## src/rtl/lsra_pkg.sv

```systemverilog
// ----------------------------------------------------------------------------
// lsra_pkg: shared types and constants of the linear-scan register allocator.
// Holds the transaction layouts, the result kind codes and the fixed widths.
// ----------------------------------------------------------------------------
package lsra_pkg;

	// Fixed field widths of the transactions.
	localparam int VALUE_W  = 12;
	localparam int INDEX_W  = 16;
	localparam int REG_W    = 4;
	localparam int OFFSET_W = 17;
	localparam int AREA_W   = 16;

	// Spill slots start at this many bytes below the frame and step by a word.
	localparam int SPILL_BASE = 16;

	// Depth of the result queue; it must take two results from one range.
	localparam int QUEUE_DEPTH = 4;

	// Result kind codes.
	typedef enum logic [1:0] {
		KIND_REG   = 2'd0,
		KIND_SPILL = 2'd1,
		KIND_EVICT = 2'd2
	} kind_t;

	// One live range as it is held after the input register.
	typedef struct packed {
		logic [VALUE_W-1:0] ssa_id;
		logic [INDEX_W-1:0] live_start;
		logic [INDEX_W-1:0] live_end;
		logic               last_range;
	} range_t;

	// One result transaction.
	typedef struct packed {
		kind_t                      kind;
		logic [VALUE_W-1:0]         value;
		logic [REG_W-1:0]           reg_num;
		logic signed [OFFSET_W-1:0] offset;
		logic [AREA_W-1:0]          area;
		logic                       last;
	} result_t;

endpackage

```

## src/rtl/lsra_req_if.sv

```systemverilog
// ----------------------------------------------------------------------------
// lsra_req_if: live-range request channel.
// Valid/ready handshake carrying one live range per transaction.
// ----------------------------------------------------------------------------
interface lsra_req_if import lsra_pkg::*; ();

	logic               valid;
	logic               ready;
	logic [VALUE_W-1:0] ssa_id;
	logic [INDEX_W-1:0] live_start;
	logic [INDEX_W-1:0] live_end;
	logic               last_range;

	modport source (output valid, ssa_id, live_start, live_end, last_range, input ready);
	modport sink (input valid, ssa_id, live_start, live_end, last_range, output ready);

endinterface

```

## src/rtl/lsra_rsp_if.sv

```systemverilog
// ----------------------------------------------------------------------------
// lsra_rsp_if: allocation result channel.
// Valid/ready handshake carrying one allocation result per transaction.
// ----------------------------------------------------------------------------
interface lsra_rsp_if import lsra_pkg::*; ();

	logic                       valid;
	logic                       ready;
	kind_t                      kind;
	logic [VALUE_W-1:0]         result_value;
	logic [REG_W-1:0]           register_number;
	logic signed [OFFSET_W-1:0] frame_offset;
	logic [AREA_W-1:0]          spill_area;
	logic                       last_of_run;

	modport source (
		output valid, kind, result_value, register_number, frame_offset, spill_area,
		       last_of_run,
		input  ready
	);
	modport sink (
		input  valid, kind, result_value, register_number, frame_offset, spill_area,
		       last_of_run,
		output ready
	);

endinterface

```

## src/rtl/lsra_alloc.sv

```systemverilog
// ----------------------------------------------------------------------------
// lsra_alloc: slot table, spill counter and combinational allocation decision.
// Expires old ranges, picks a free slot or the latest-ending victim, and
// forms the one or two results of a range.
// ----------------------------------------------------------------------------
module lsra_alloc import lsra_pkg::*; #(
	parameter int NUM_SLOTS      = 7,
	parameter int FIRST_REGISTER = 9,
	parameter int SPILL_DEPTH    = 4096,
	parameter int INDEX_BITS     = 16
) (
	input  logic    clk,
	input  logic    arst_n,
	input  logic    fire,
	input  range_t  item,
	output result_t res0,
	output result_t res1,
	output logic    two
);

	localparam int IW = (INDEX_BITS < INDEX_W) ? INDEX_BITS : INDEX_W;
	localparam int SW = (NUM_SLOTS > 1) ? $clog2(NUM_SLOTS) : 1;
	localparam int CW = $clog2(SPILL_DEPTH + 1);

	logic [NUM_SLOTS-1:0] busy_q;
	logic [IW-1:0]        expiry_q [NUM_SLOTS];
	logic [VALUE_W-1:0]   holder_q [NUM_SLOTS];
	logic [CW-1:0]        spill_cnt_q;

	logic [IW-1:0]         fu, lu;
	logic [NUM_SLOTS-1:0]  live;
	logic [NUM_SLOTS-1:0]  busy_next;
	logic [NUM_SLOTS-1:0]  best_oh;
	logic                  any_free;
	logic [SW-1:0]         free_idx, best_idx, target;
	logic [IW-1:0]         best_exp;
	logic [VALUE_W-1:0]    best_holder;
	logic                  spill_new;
	logic                  at_cap;
	logic [CW-1:0]         slot_idx, cnt_next;
	logic [CW:0]           cnt_round;
	logic [OFFSET_W-1:0]   off_take, off_none;
	logic [AREA_W-1:0]     area;
	logic [REG_W-1:0]      reg_num;

	// Expire ranges that ended before this one starts.
	always_comb begin
		fu = item.live_start[IW-1:0];
		lu = item.live_end[IW-1:0];
		for (int i = 0; i < NUM_SLOTS; i++) begin
			live[i] = busy_q[i] && !(expiry_q[i] < fu);
		end
		any_free = ~&live;
	end

	// Lowest free slot.
	always_comb begin
		free_idx = '0;
		for (int i = NUM_SLOTS - 1; i >= 0; i--) begin
			if (!live[i]) begin
				free_idx = SW'(i);
			end
		end
	end

	// Latest expiry, lowest index on a tie, as one layer of pairwise compares.
	always_comb begin
		best_idx    = '0;
		best_exp    = '0;
		best_holder = '0;
		for (int i = 0; i < NUM_SLOTS; i++) begin
			best_oh[i] = 1'b1;
			for (int j = 0; j < NUM_SLOTS; j++) begin
				if (j < i) begin
					best_oh[i] = best_oh[i] && (expiry_q[i] > expiry_q[j]);
				end else if (j > i) begin
					best_oh[i] = best_oh[i] && (expiry_q[i] >= expiry_q[j]);
				end
			end
		end
		for (int i = 0; i < NUM_SLOTS; i++) begin
			if (best_oh[i]) begin
				best_idx    = best_idx | SW'(i);
				best_exp    = best_exp | expiry_q[i];
				best_holder = best_holder | holder_q[i];
			end
		end
	end

	// Decision, spill slot, register number and the next busy bits.
	always_comb begin
		spill_new = !any_free && (lu < best_exp);
		two       = !any_free && !spill_new;
		target    = any_free ? free_idx : best_idx;
		at_cap    = (spill_cnt_q == CW'(SPILL_DEPTH));
		slot_idx  = at_cap ? CW'(SPILL_DEPTH - 1) : spill_cnt_q;
		cnt_next  = (!any_free && !at_cap) ? spill_cnt_q + CW'(1) : spill_cnt_q;
		cnt_round = {1'b0, cnt_next} + (CW + 1)'(cnt_next[0]);
		off_none  = OFFSET_W'(0) - OFFSET_W'(SPILL_BASE);
		off_take  = off_none - OFFSET_W'({slot_idx, 3'b000});
		area      = AREA_W'({cnt_round, 3'b000});
		reg_num   = REG_W'(6'(FIRST_REGISTER) + 6'(target));
		busy_next = live;
		if (!spill_new) begin
			busy_next[target] = 1'b1;
		end
	end

	// Result forming.
	always_comb begin
		res0.kind    = KIND_REG;
		res0.value   = item.ssa_id;
		res0.reg_num = reg_num;
		res0.offset  = $signed(off_none);
		res0.area    = area;
		res0.last    = 1'b1;
		if (spill_new) begin
			res0.kind    = KIND_SPILL;
			res0.reg_num = '0;
			res0.offset  = $signed(off_take);
		end else if (two) begin
			res0.kind    = KIND_EVICT;
			res0.value   = best_holder;
			res0.reg_num = '0;
			res0.offset  = $signed(off_take);
			res0.last    = 1'b0;
		end
		res1.kind    = KIND_REG;
		res1.value   = item.ssa_id;
		res1.reg_num = reg_num;
		res1.offset  = $signed(off_none);
		res1.area    = area;
		res1.last    = 1'b1;
	end

	// Busy bits and spill counter; the last range of a function clears them.
	always_ff @(posedge clk or negedge arst_n) begin
		if (!arst_n) begin
			busy_q      <= '0;
			spill_cnt_q <= '0;
		end else if (fire) begin
			if (item.last_range) begin
				busy_q      <= '0;
				spill_cnt_q <= '0;
			end else begin
				busy_q      <= busy_next;
				spill_cnt_q <= cnt_next;
			end
		end
	end

	// Slot contents are only read while the slot is busy.
	always_ff @(posedge clk) begin
		if (fire && !spill_new) begin
			expiry_q[target] <= lu;
			holder_q[target] <= item.ssa_id;
		end
	end

	// With every slot busy exactly one victim is chosen.
	a_one_victim: assert property (@(posedge clk) disable iff (!arst_n)
		fire && !any_free |-> $onehot(best_oh))
		else $error("victim selection is not one-hot");

	// The spill counter saturates at the number of spill slots.
	a_cnt_bound: assert property (@(posedge clk) disable iff (!arst_n)
		spill_cnt_q <= CW'(SPILL_DEPTH))
		else $error("spill counter ran past its limit");

	// An eviction only happens when every slot is still busy.
	a_evict_full: assert property (@(posedge clk) disable iff (!arst_n)
		fire && two |-> &live)
		else $error("eviction while a slot was free");

endmodule

```

## src/rtl/lsra_result_queue.sv

```systemverilog
// ----------------------------------------------------------------------------
// lsra_result_queue: small result FIFO feeding the response channel.
// Takes one or two results per cycle while it has room and hands out one per transaction.
// ----------------------------------------------------------------------------
module lsra_result_queue import lsra_pkg::*; (
	input  logic              clk,
	input  logic              arst_n,
	input  logic              push,
	input  logic              push_two,
	input  result_t           res0,
	input  result_t           res1,
	output logic              room,
	lsra_rsp_if.source        rsp
);

	localparam int PW = $clog2(QUEUE_DEPTH);

	result_t       mem_q [QUEUE_DEPTH];
	logic [PW-1:0] head_q, tail_q;
	logic [PW:0]   count_q;
	logic          pop;
	logic [PW:0]   push_n;

	// Room for the largest burst of one range.
	assign room   = (count_q <= (PW + 1)'(QUEUE_DEPTH - 2));
	assign pop    = rsp.valid && rsp.ready;
	assign push_n = push ? (push_two ? (PW + 1)'(2) : (PW + 1)'(1)) : '0;

	// Head of queue drives the response channel.
	always_comb begin
		rsp.valid           = (count_q != '0);
		rsp.kind            = mem_q[head_q].kind;
		rsp.result_value    = mem_q[head_q].value;
		rsp.register_number = mem_q[head_q].reg_num;
		rsp.frame_offset    = mem_q[head_q].offset;
		rsp.spill_area      = mem_q[head_q].area;
		rsp.last_of_run     = mem_q[head_q].last;
	end

	// Pointers and fill count.
	always_ff @(posedge clk or negedge arst_n) begin
		if (!arst_n) begin
			head_q  <= '0;
			tail_q  <= '0;
			count_q <= '0;
		end else begin
			if (pop) begin
				head_q <= head_q + PW'(1);
			end
			tail_q  <= tail_q + PW'(push_n);
			count_q <= count_q + push_n - (PW + 1)'(pop);
		end
	end

	// Entry storage.
	always_ff @(posedge clk) begin
		if (push) begin
			mem_q[tail_q] <= res0;
			if (push_two) begin
				mem_q[tail_q + PW'(1)] <= res1;
			end
		end
	end

	// The fill count never exceeds the depth.
	a_no_overflow: assert property (@(posedge clk) disable iff (!arst_n)
		count_q <= (PW + 1)'(QUEUE_DEPTH))
		else $error("result queue overflow");

	// A push only happens when the queue announced room.
	a_push_room: assert property (@(posedge clk) disable iff (!arst_n)
		push |-> room)
		else $error("result pushed without room");

	// A transaction only leaves a queue that holds something.
	a_pop_filled: assert property (@(posedge clk) disable iff (!arst_n)
		pop |-> (count_q != '0))
		else $error("result popped from an empty queue");

endmodule

```

## src/rtl/linear_scan_register_allocator.sv

```systemverilog
// ----------------------------------------------------------------------------
// linear_scan_register_allocator: linear-scan allocation of live ranges.
//
//   channel | dir | per transaction
//   --------+-----+-------------------------------------------------------
//   req     | in  | one live range: ssa_id, live_start, live_end, last_range
//   rsp     | out | one result: kind, value, register, spill slot, area
//
// One range is taken per cycle while the result queue has room. The first
// result of a range passes the input register and the slot-table decision,
// is offered on rsp from the result queue and leaves once rsp is ready.
// An evicting range gives two results, which leave one after the other.
// Reset clears the busy bits and spill counter at once; a stalled rsp channel
// stalls req only once the queue lacks room.
// ----------------------------------------------------------------------------
module linear_scan_register_allocator import lsra_pkg::*; #(
	parameter int NUM_SLOTS      = 7,
	parameter int FIRST_REGISTER = 9,
	parameter int SPILL_DEPTH    = 4096,
	parameter int INDEX_BITS     = 16
) (
	input  logic       clk,
	input  logic       arst_n,
	lsra_req_if.sink   req,
	lsra_rsp_if.source rsp
);

	logic    valid_s1;
	range_t  item_s1;
	logic    room;
	logic    advance;
	result_t res0, res1;
	logic    two;

	// The input register drains into the queue whenever it has room.
	assign advance   = valid_s1 && room;
	assign req.ready = !valid_s1 || room;

	// Input register valid bit.
	always_ff @(posedge clk or negedge arst_n) begin
		if (!arst_n) begin
			valid_s1 <= 1'b0;
		end else if (req.ready) begin
			valid_s1 <= req.valid;
		end
	end

	// Input register payload.
	always_ff @(posedge clk) begin
		if (req.valid && req.ready) begin
			item_s1.ssa_id     <= req.ssa_id;
			item_s1.live_start <= req.live_start;
			item_s1.live_end   <= req.live_end;
			item_s1.last_range <= req.last_range;
		end
	end

	// Allocation decision and slot table.
	lsra_alloc #(
		.NUM_SLOTS      (NUM_SLOTS),
		.FIRST_REGISTER (FIRST_REGISTER),
		.SPILL_DEPTH    (SPILL_DEPTH),
		.INDEX_BITS     (INDEX_BITS)
	) u_alloc (
		.clk    (clk),
		.arst_n (arst_n),
		.fire   (advance),
		.item   (item_s1),
		.res0   (res0),
		.res1   (res1),
		.two    (two)
	);

	// Result queue toward the response channel.
	lsra_result_queue u_queue (
		.clk      (clk),
		.arst_n   (arst_n),
		.push     (advance),
		.push_two (two),
		.res0     (res0),
		.res1     (res1),
		.room     (room),
		.rsp      (rsp)
	);

endmodule
```

## src/flat_wrapper.sv

```systemverilog
// flat-port wrapper written by rule: the top's interface ports become plain ports
module linear_scan_register_allocator_flat import lsra_pkg::*;
#(
	parameter int NUM_SLOTS      = 7,
	parameter int FIRST_REGISTER = 9,
	parameter int SPILL_DEPTH    = 4096,
	parameter int INDEX_BITS     = 16
)
  (clk, arst_n, req_valid, req_ssa_id, req_live_start, req_live_end, req_last_range, req_ready, rsp_valid, rsp_kind, rsp_result_value, rsp_register_number, rsp_frame_offset, rsp_spill_area, rsp_last_of_run, rsp_ready);
  lsra_req_if req_i ();
  lsra_rsp_if rsp_i ();
  input  logic clk;
  input  logic arst_n;
  input wire logic [$bits(req_i.valid)-1:0] req_valid;
  input wire logic [$bits(req_i.ssa_id)-1:0] req_ssa_id;
  input wire logic [$bits(req_i.live_start)-1:0] req_live_start;
  input wire logic [$bits(req_i.live_end)-1:0] req_live_end;
  input wire logic [$bits(req_i.last_range)-1:0] req_last_range;
  output wire logic [$bits(req_i.ready)-1:0] req_ready;
  output wire logic [$bits(rsp_i.valid)-1:0] rsp_valid;
  output wire logic [$bits(rsp_i.kind)-1:0] rsp_kind;
  output wire logic [$bits(rsp_i.result_value)-1:0] rsp_result_value;
  output wire logic [$bits(rsp_i.register_number)-1:0] rsp_register_number;
  output wire logic [$bits(rsp_i.frame_offset)-1:0] rsp_frame_offset;
  output wire logic [$bits(rsp_i.spill_area)-1:0] rsp_spill_area;
  output wire logic [$bits(rsp_i.last_of_run)-1:0] rsp_last_of_run;
  input wire logic [$bits(rsp_i.ready)-1:0] rsp_ready;
  assign req_i.valid = req_valid;
  assign req_i.ssa_id = req_ssa_id;
  assign req_i.live_start = req_live_start;
  assign req_i.live_end = req_live_end;
  assign req_i.last_range = req_last_range;
  assign req_ready = req_i.ready;
  assign rsp_valid = rsp_i.valid;
  assign rsp_kind = rsp_i.kind;
  assign rsp_result_value = rsp_i.result_value;
  assign rsp_register_number = rsp_i.register_number;
  assign rsp_frame_offset = rsp_i.frame_offset;
  assign rsp_spill_area = rsp_i.spill_area;
  assign rsp_last_of_run = rsp_i.last_of_run;
  assign rsp_i.ready = rsp_ready;
  linear_scan_register_allocator #(.NUM_SLOTS(NUM_SLOTS), .FIRST_REGISTER(FIRST_REGISTER), .SPILL_DEPTH(SPILL_DEPTH), .INDEX_BITS(INDEX_BITS)) u_core (.clk(clk), .arst_n(arst_n), .req(req_i), .rsp(rsp_i));
endmodule
```

## config.mk

```make
export PLATFORM = sky130hd
export DESIGN_NAME = linear_scan_register_allocator_flat
export DESIGN_NICKNAME = d
export VERILOG_FILES = /design/src/rtl/lsra_pkg.sv /design/src/rtl/lsra_req_if.sv /design/src/rtl/lsra_rsp_if.sv /design/src/rtl/lsra_alloc.sv /design/src/rtl/lsra_result_queue.sv /design/src/rtl/linear_scan_register_allocator.sv /design/src/flat_wrapper.sv
export SDC_FILE = /design/constraint.sdc
export NUM_CORES = 1
export LEC_CHECK = 0
export ABC_CLOCK_PERIOD_IN_PS = 17600
export BUFFER_PORTS_ARGS = -buffer_cell sky130_fd_sc_hd__buf_2
export CORE_AREA = 2 2 169 296
export DETAILED_ROUTE_END_ITERATION = 6
export DIE_AREA = 0 0 171 298
export PLACE_DENSITY = 0.8
export RECOVER_POWER = 25
export REMOVE_ABC_BUFFERS = 1
export SETUP_SLACK_MARGIN = 0.05
export SLEW_MARGIN = 15
export SYNTH_ARGS = -nofsm -noshare
export SYNTH_HDL_FRONTEND = slang
export SYNTH_SLANG_ARGS = --single-unit
```

## constraint.sdc

```tcl
create_clock -name clk -period 17.6 [get_ports clk]
set_clock_uncertainty 0.2 [all_clocks]
set_input_delay 3.52 -clock clk [delete_from_list [all_inputs] [get_ports clk]]
set_output_delay 3.52 -clock clk [all_outputs]
set_load 0.01 [all_outputs]
```

==> results.yml <==
run_status:
  status: "finished with violations"
  violations: "design-rule violations"
synth:
  yosys-top-cells-area: "edfxtp_1, ha_1, dfxtp_1"
  synth_top_family_by_area: "adder cells"
  ys_types: 83
  synth_xor_area_frac: 0.0106
  yosys.area_share.adder: 0.201
  seq_area_frac_synth: 0.438
  synth_flop_cell: "edfxtp_1"
  synth_edf_count: 353
  synthCells: 2572
  yosys.area.top_type: "edfxtp_1"
  async_flop_share: 0.0624
  synth_simple_gate_area_frac: 0.119
  synth_top_area_share: 0.367
  yosys-mux-area-fraction: 0.0354
  yosysWarnings: 0
  avgSynthCellArea_um2: 11.2
  synth_compound_area_frac: 0.162
  syn_area_um2: 28900
  ys_ff_latch: 449
clock_network:
  insertion_delay_ns: 0.59
  cts.sinks: 449
  cts_buffer_depth: 3
  cts_tree: "yes"
  hold_buffers: 0
  clkTransAtPathRegs_ns: 0.07
  numCtsBuffers: 41
  cts_setup_buffers: 0
  root_buffer: "clkbuf_16"
  cts_resized: 0
  htree_levels: 2
drt:
  highest_layer: "met5"
  drt_wl_total_mm: 105
  drt-met1-wl_mm: 32.6
  dr.pass1.iters: 7
  routed-wl-met3_mm: 8.55
  drt-initial-drc-count: 2417
  routed-via-count: 23300
  wl_per_cell_um: 31.4
  route.met2.wl_mm: 51.5
  viasPerCell: 6.97
  drc_errors: 19
  ant_nets: 0
placed_design:
  dp.cells: 3260
  dp_hpwl_mm: 77.0
  place.gp.congestion: 1.05
  port_buffers: 95
  placed_cell_area_um2: 30100
global_route:
  antenna_found_initial: 2
  grt_max_degree: 47
  grt_usage: 0.415
  grt_pass1_wl_mm: 152
  grt_pass1_vias: 23800
  gr-total-overflow: 0
setup_path:
  cp-end-kind: "flop"
  startpoint_type: "flop"
  rrSetupSlack_ns: 8.94
  required_ns: 17.71
  crit_fanout: 30
  arrival_ns: 8.77
  worstSetupPathType: "reg -> reg"
cells_and_area:
  multi_input_area_um2: 15300
  regArea_um2: 12700
  fin_nets: 3163
  area_growth_pct: 8.79
  nFillCells: 3765
  fin_area_um2: 31400
  drive_above_1_share: 0.107
  fin_cells: 3340
timing:
  timing.fmax_mhz: 115
  timing.slew.headroom: 0.156
  whs_ns: 0.258
  min_period_over_period: 0.492
  period_needed_ns: 8.66
  final.setup.tns_ns: 0
  tightest_slew_ns: 1.27
  setup_viol: 0
  finalHoldViolCount: 0
  drv_slew: 0
  rsz0062_at_grt: "no"
power_and_ir_drop:
  power_w: 0.00375
  p_leak_nw: 12.9
  powerDensity_nw_per_um2: 119
  vdd_drop_max_v: 0.000129
floorplanning:
  start_util: 0.596
  fp-row-count: 107
  coreArea_um2: 48500
  pin_count: 103
  die_h_um: 298
  die-area_um2: 51000
  die_w_um: 171
min_path:
  hold_class: "reg -> reg"
flow_run:
  max_cap_violations: 0
==> where the power goes <==
| part | total [W] | leakage, nW | internal (W) | switching [W] |
|---|---|---|---|---|
| Combinational | 0.00128 | 8.12 | 0.000473 | 0.000809 |
| Clock | 0.000918 | 0.655 | 0.000493 | 0.000426 |
| Sequential | 0.00155 | 4.17 | 0.00140 | 0.000152 |
==> sequential cells by signal (all words and copies together), names as in the netlist <==
signal                      flops
u_core.valid_s1                 1
u_core.u_alloc.expiry_q       112
u_core.u_queue.mem_q          180
u_core.u_alloc.spill_cnt_q     13
u_core.item_s1                 45
u_core.u_alloc.busy_q           7
u_core.u_alloc.holder_q        84
u_core.u_queue.count_q          3
u_core.u_queue.head_q           2
u_core.u_queue.tail_q           2
==> cells in the mapped netlist (9+ instances only) <==
library cell	count
ha_1	463
edfxtp_1	353
nand2_1	171
nor2_1	158
a21oi_1	143
inv_1	138
o21ai_0	115
a21o_1	112
dfxtp_1	68
clkbuf_1	67
nand4_1	67
a22oi_1	55
nand3_1	52
and3_1	45
mux4_2	45
a22o_1	42
nor2b_1	38
nor3_1	33
a222oi_1	31
dfrtp_1	28
and2_1	24
o211ai_1	21
xnor2_1	19
a221o_1	17
and4_1	16
nand2b_1	15
xor2_1	14
a221oi_1	13
buf_2	13
o31ai_1	13
a211oi_1	11
or3_1	11
a31o_1	10
nor4_1	9
o31a_1	9
==> area by class of cell <==
class                           count  share of cell area
Antenna cell                        3            0.000239
Clock inverter                     19             0.00728
Multi-Input combinational cell   1892               0.488
Clock buffer                       57              0.0361
Timing Repair Buffer              128              0.0229
Tap cell                          654              0.0260
Inverter                          138              0.0165
Sequential cell                   449               0.403
==> worst paths after layout <==
path | to | cells after the start | start
worst max-delay path | u_core.u_queue.mem_q[2][6]$_DFFE_PP_ | 23 | u_core.u_alloc.expiry_q[5][5]$_DFFE_PP_
worst min-delay path | u_core.u_queue.mem_q[1][48]$_SDFFE_PP0P_ | 1 | u_core.u_queue.mem_q[1][48]$_SDFFE_PP0P_
worst max register to register | u_core.u_queue.mem_q[2][6]$_DFFE_PP_ | 23 | u_core.u_alloc.expiry_q[5][5]$_DFFE_PP_
worst min register to register | u_core.u_queue.mem_q[1][48]$_SDFFE_PP0P_ | 1 | u_core.u_queue.mem_q[1][48]$_SDFFE_PP0P_
max in group asynchronous | u_core.u_queue.head_q[1]$_DFFE_PN0P_ | 1 | arst_n
min in group asynchronous | u_core.u_alloc.spill_cnt_q[5]$_DFFE_PN0P_ | 1 | arst_n
==> critical path: stages, from the launching register on <==
cell	delay, ns
edfxtp_1	0.79
ha_1	0.37
a21oi_1	0.87
o21ai_0	0.27
a221o_1	0.44
o31ai_1	0.47
o211ai_1	0.27
nor4b_4	0.30
buf_4	0.40
a222oi_1	0.16
and3_1	0.21
ha_1	0.29
a21o_1	0.18
a21o_1	0.17
a21o_1	0.17
a21oi_1	0.28
o221ai_1	0.28
nor3_1	0.31
nand2b_1	0.14
a31oi_4	0.34
nor3_2	0.12
nor2_2	0.63
inv_1	0.33
buf_4	0.33
==> stage by stage <==
stage	utilization	worst slack (ns)
6_report	0.649	8.94
5_1_grt	0.649	8.76
4_1_cts	0.648	9.23
3_5_place_dp	0.620	9.28
3_3_place_gp	0.620	9.30
2_1_floorplan	-	8.82
==> kinds of logic after synthesis <==
kind of cell,Yosys count
adders and majority gates,464
and+or+nand+nor,673
xor gates and xnor gates,34
buffers and inverters,237
AOI/OAI and AO/OA,668
DFF,449
muxes,46
other,1
==> placed cells by master, fill, tap and decap left out, types with 45 or more instances in the layout <==
cell type  synthesis  layout
nand3_1           52      52
a22oi_1           55      55
a21o_1           112     112
a21oi_1          143     143
nand4_1           67      67
and3_1            45      45
inv_1            138     136
o21ai_0          115     115
buf_2             13      96
mux4_2            45      45
ha_1             463     463
edfxtp_1         353     353
nor2_1           158     153
dfxtp_1           68      68
nand2_1          171     171
==> layer usage <==
metal / track usage / vias to the layer above
met5: 0 / -
met4: 0.385 / 2
met2: 0.696 / 1388
li1: - / 10100
met3: 0.0873 / 500
met1: 0.426 / 11300
Note: power is estimated with default switching activity, not from simulation.
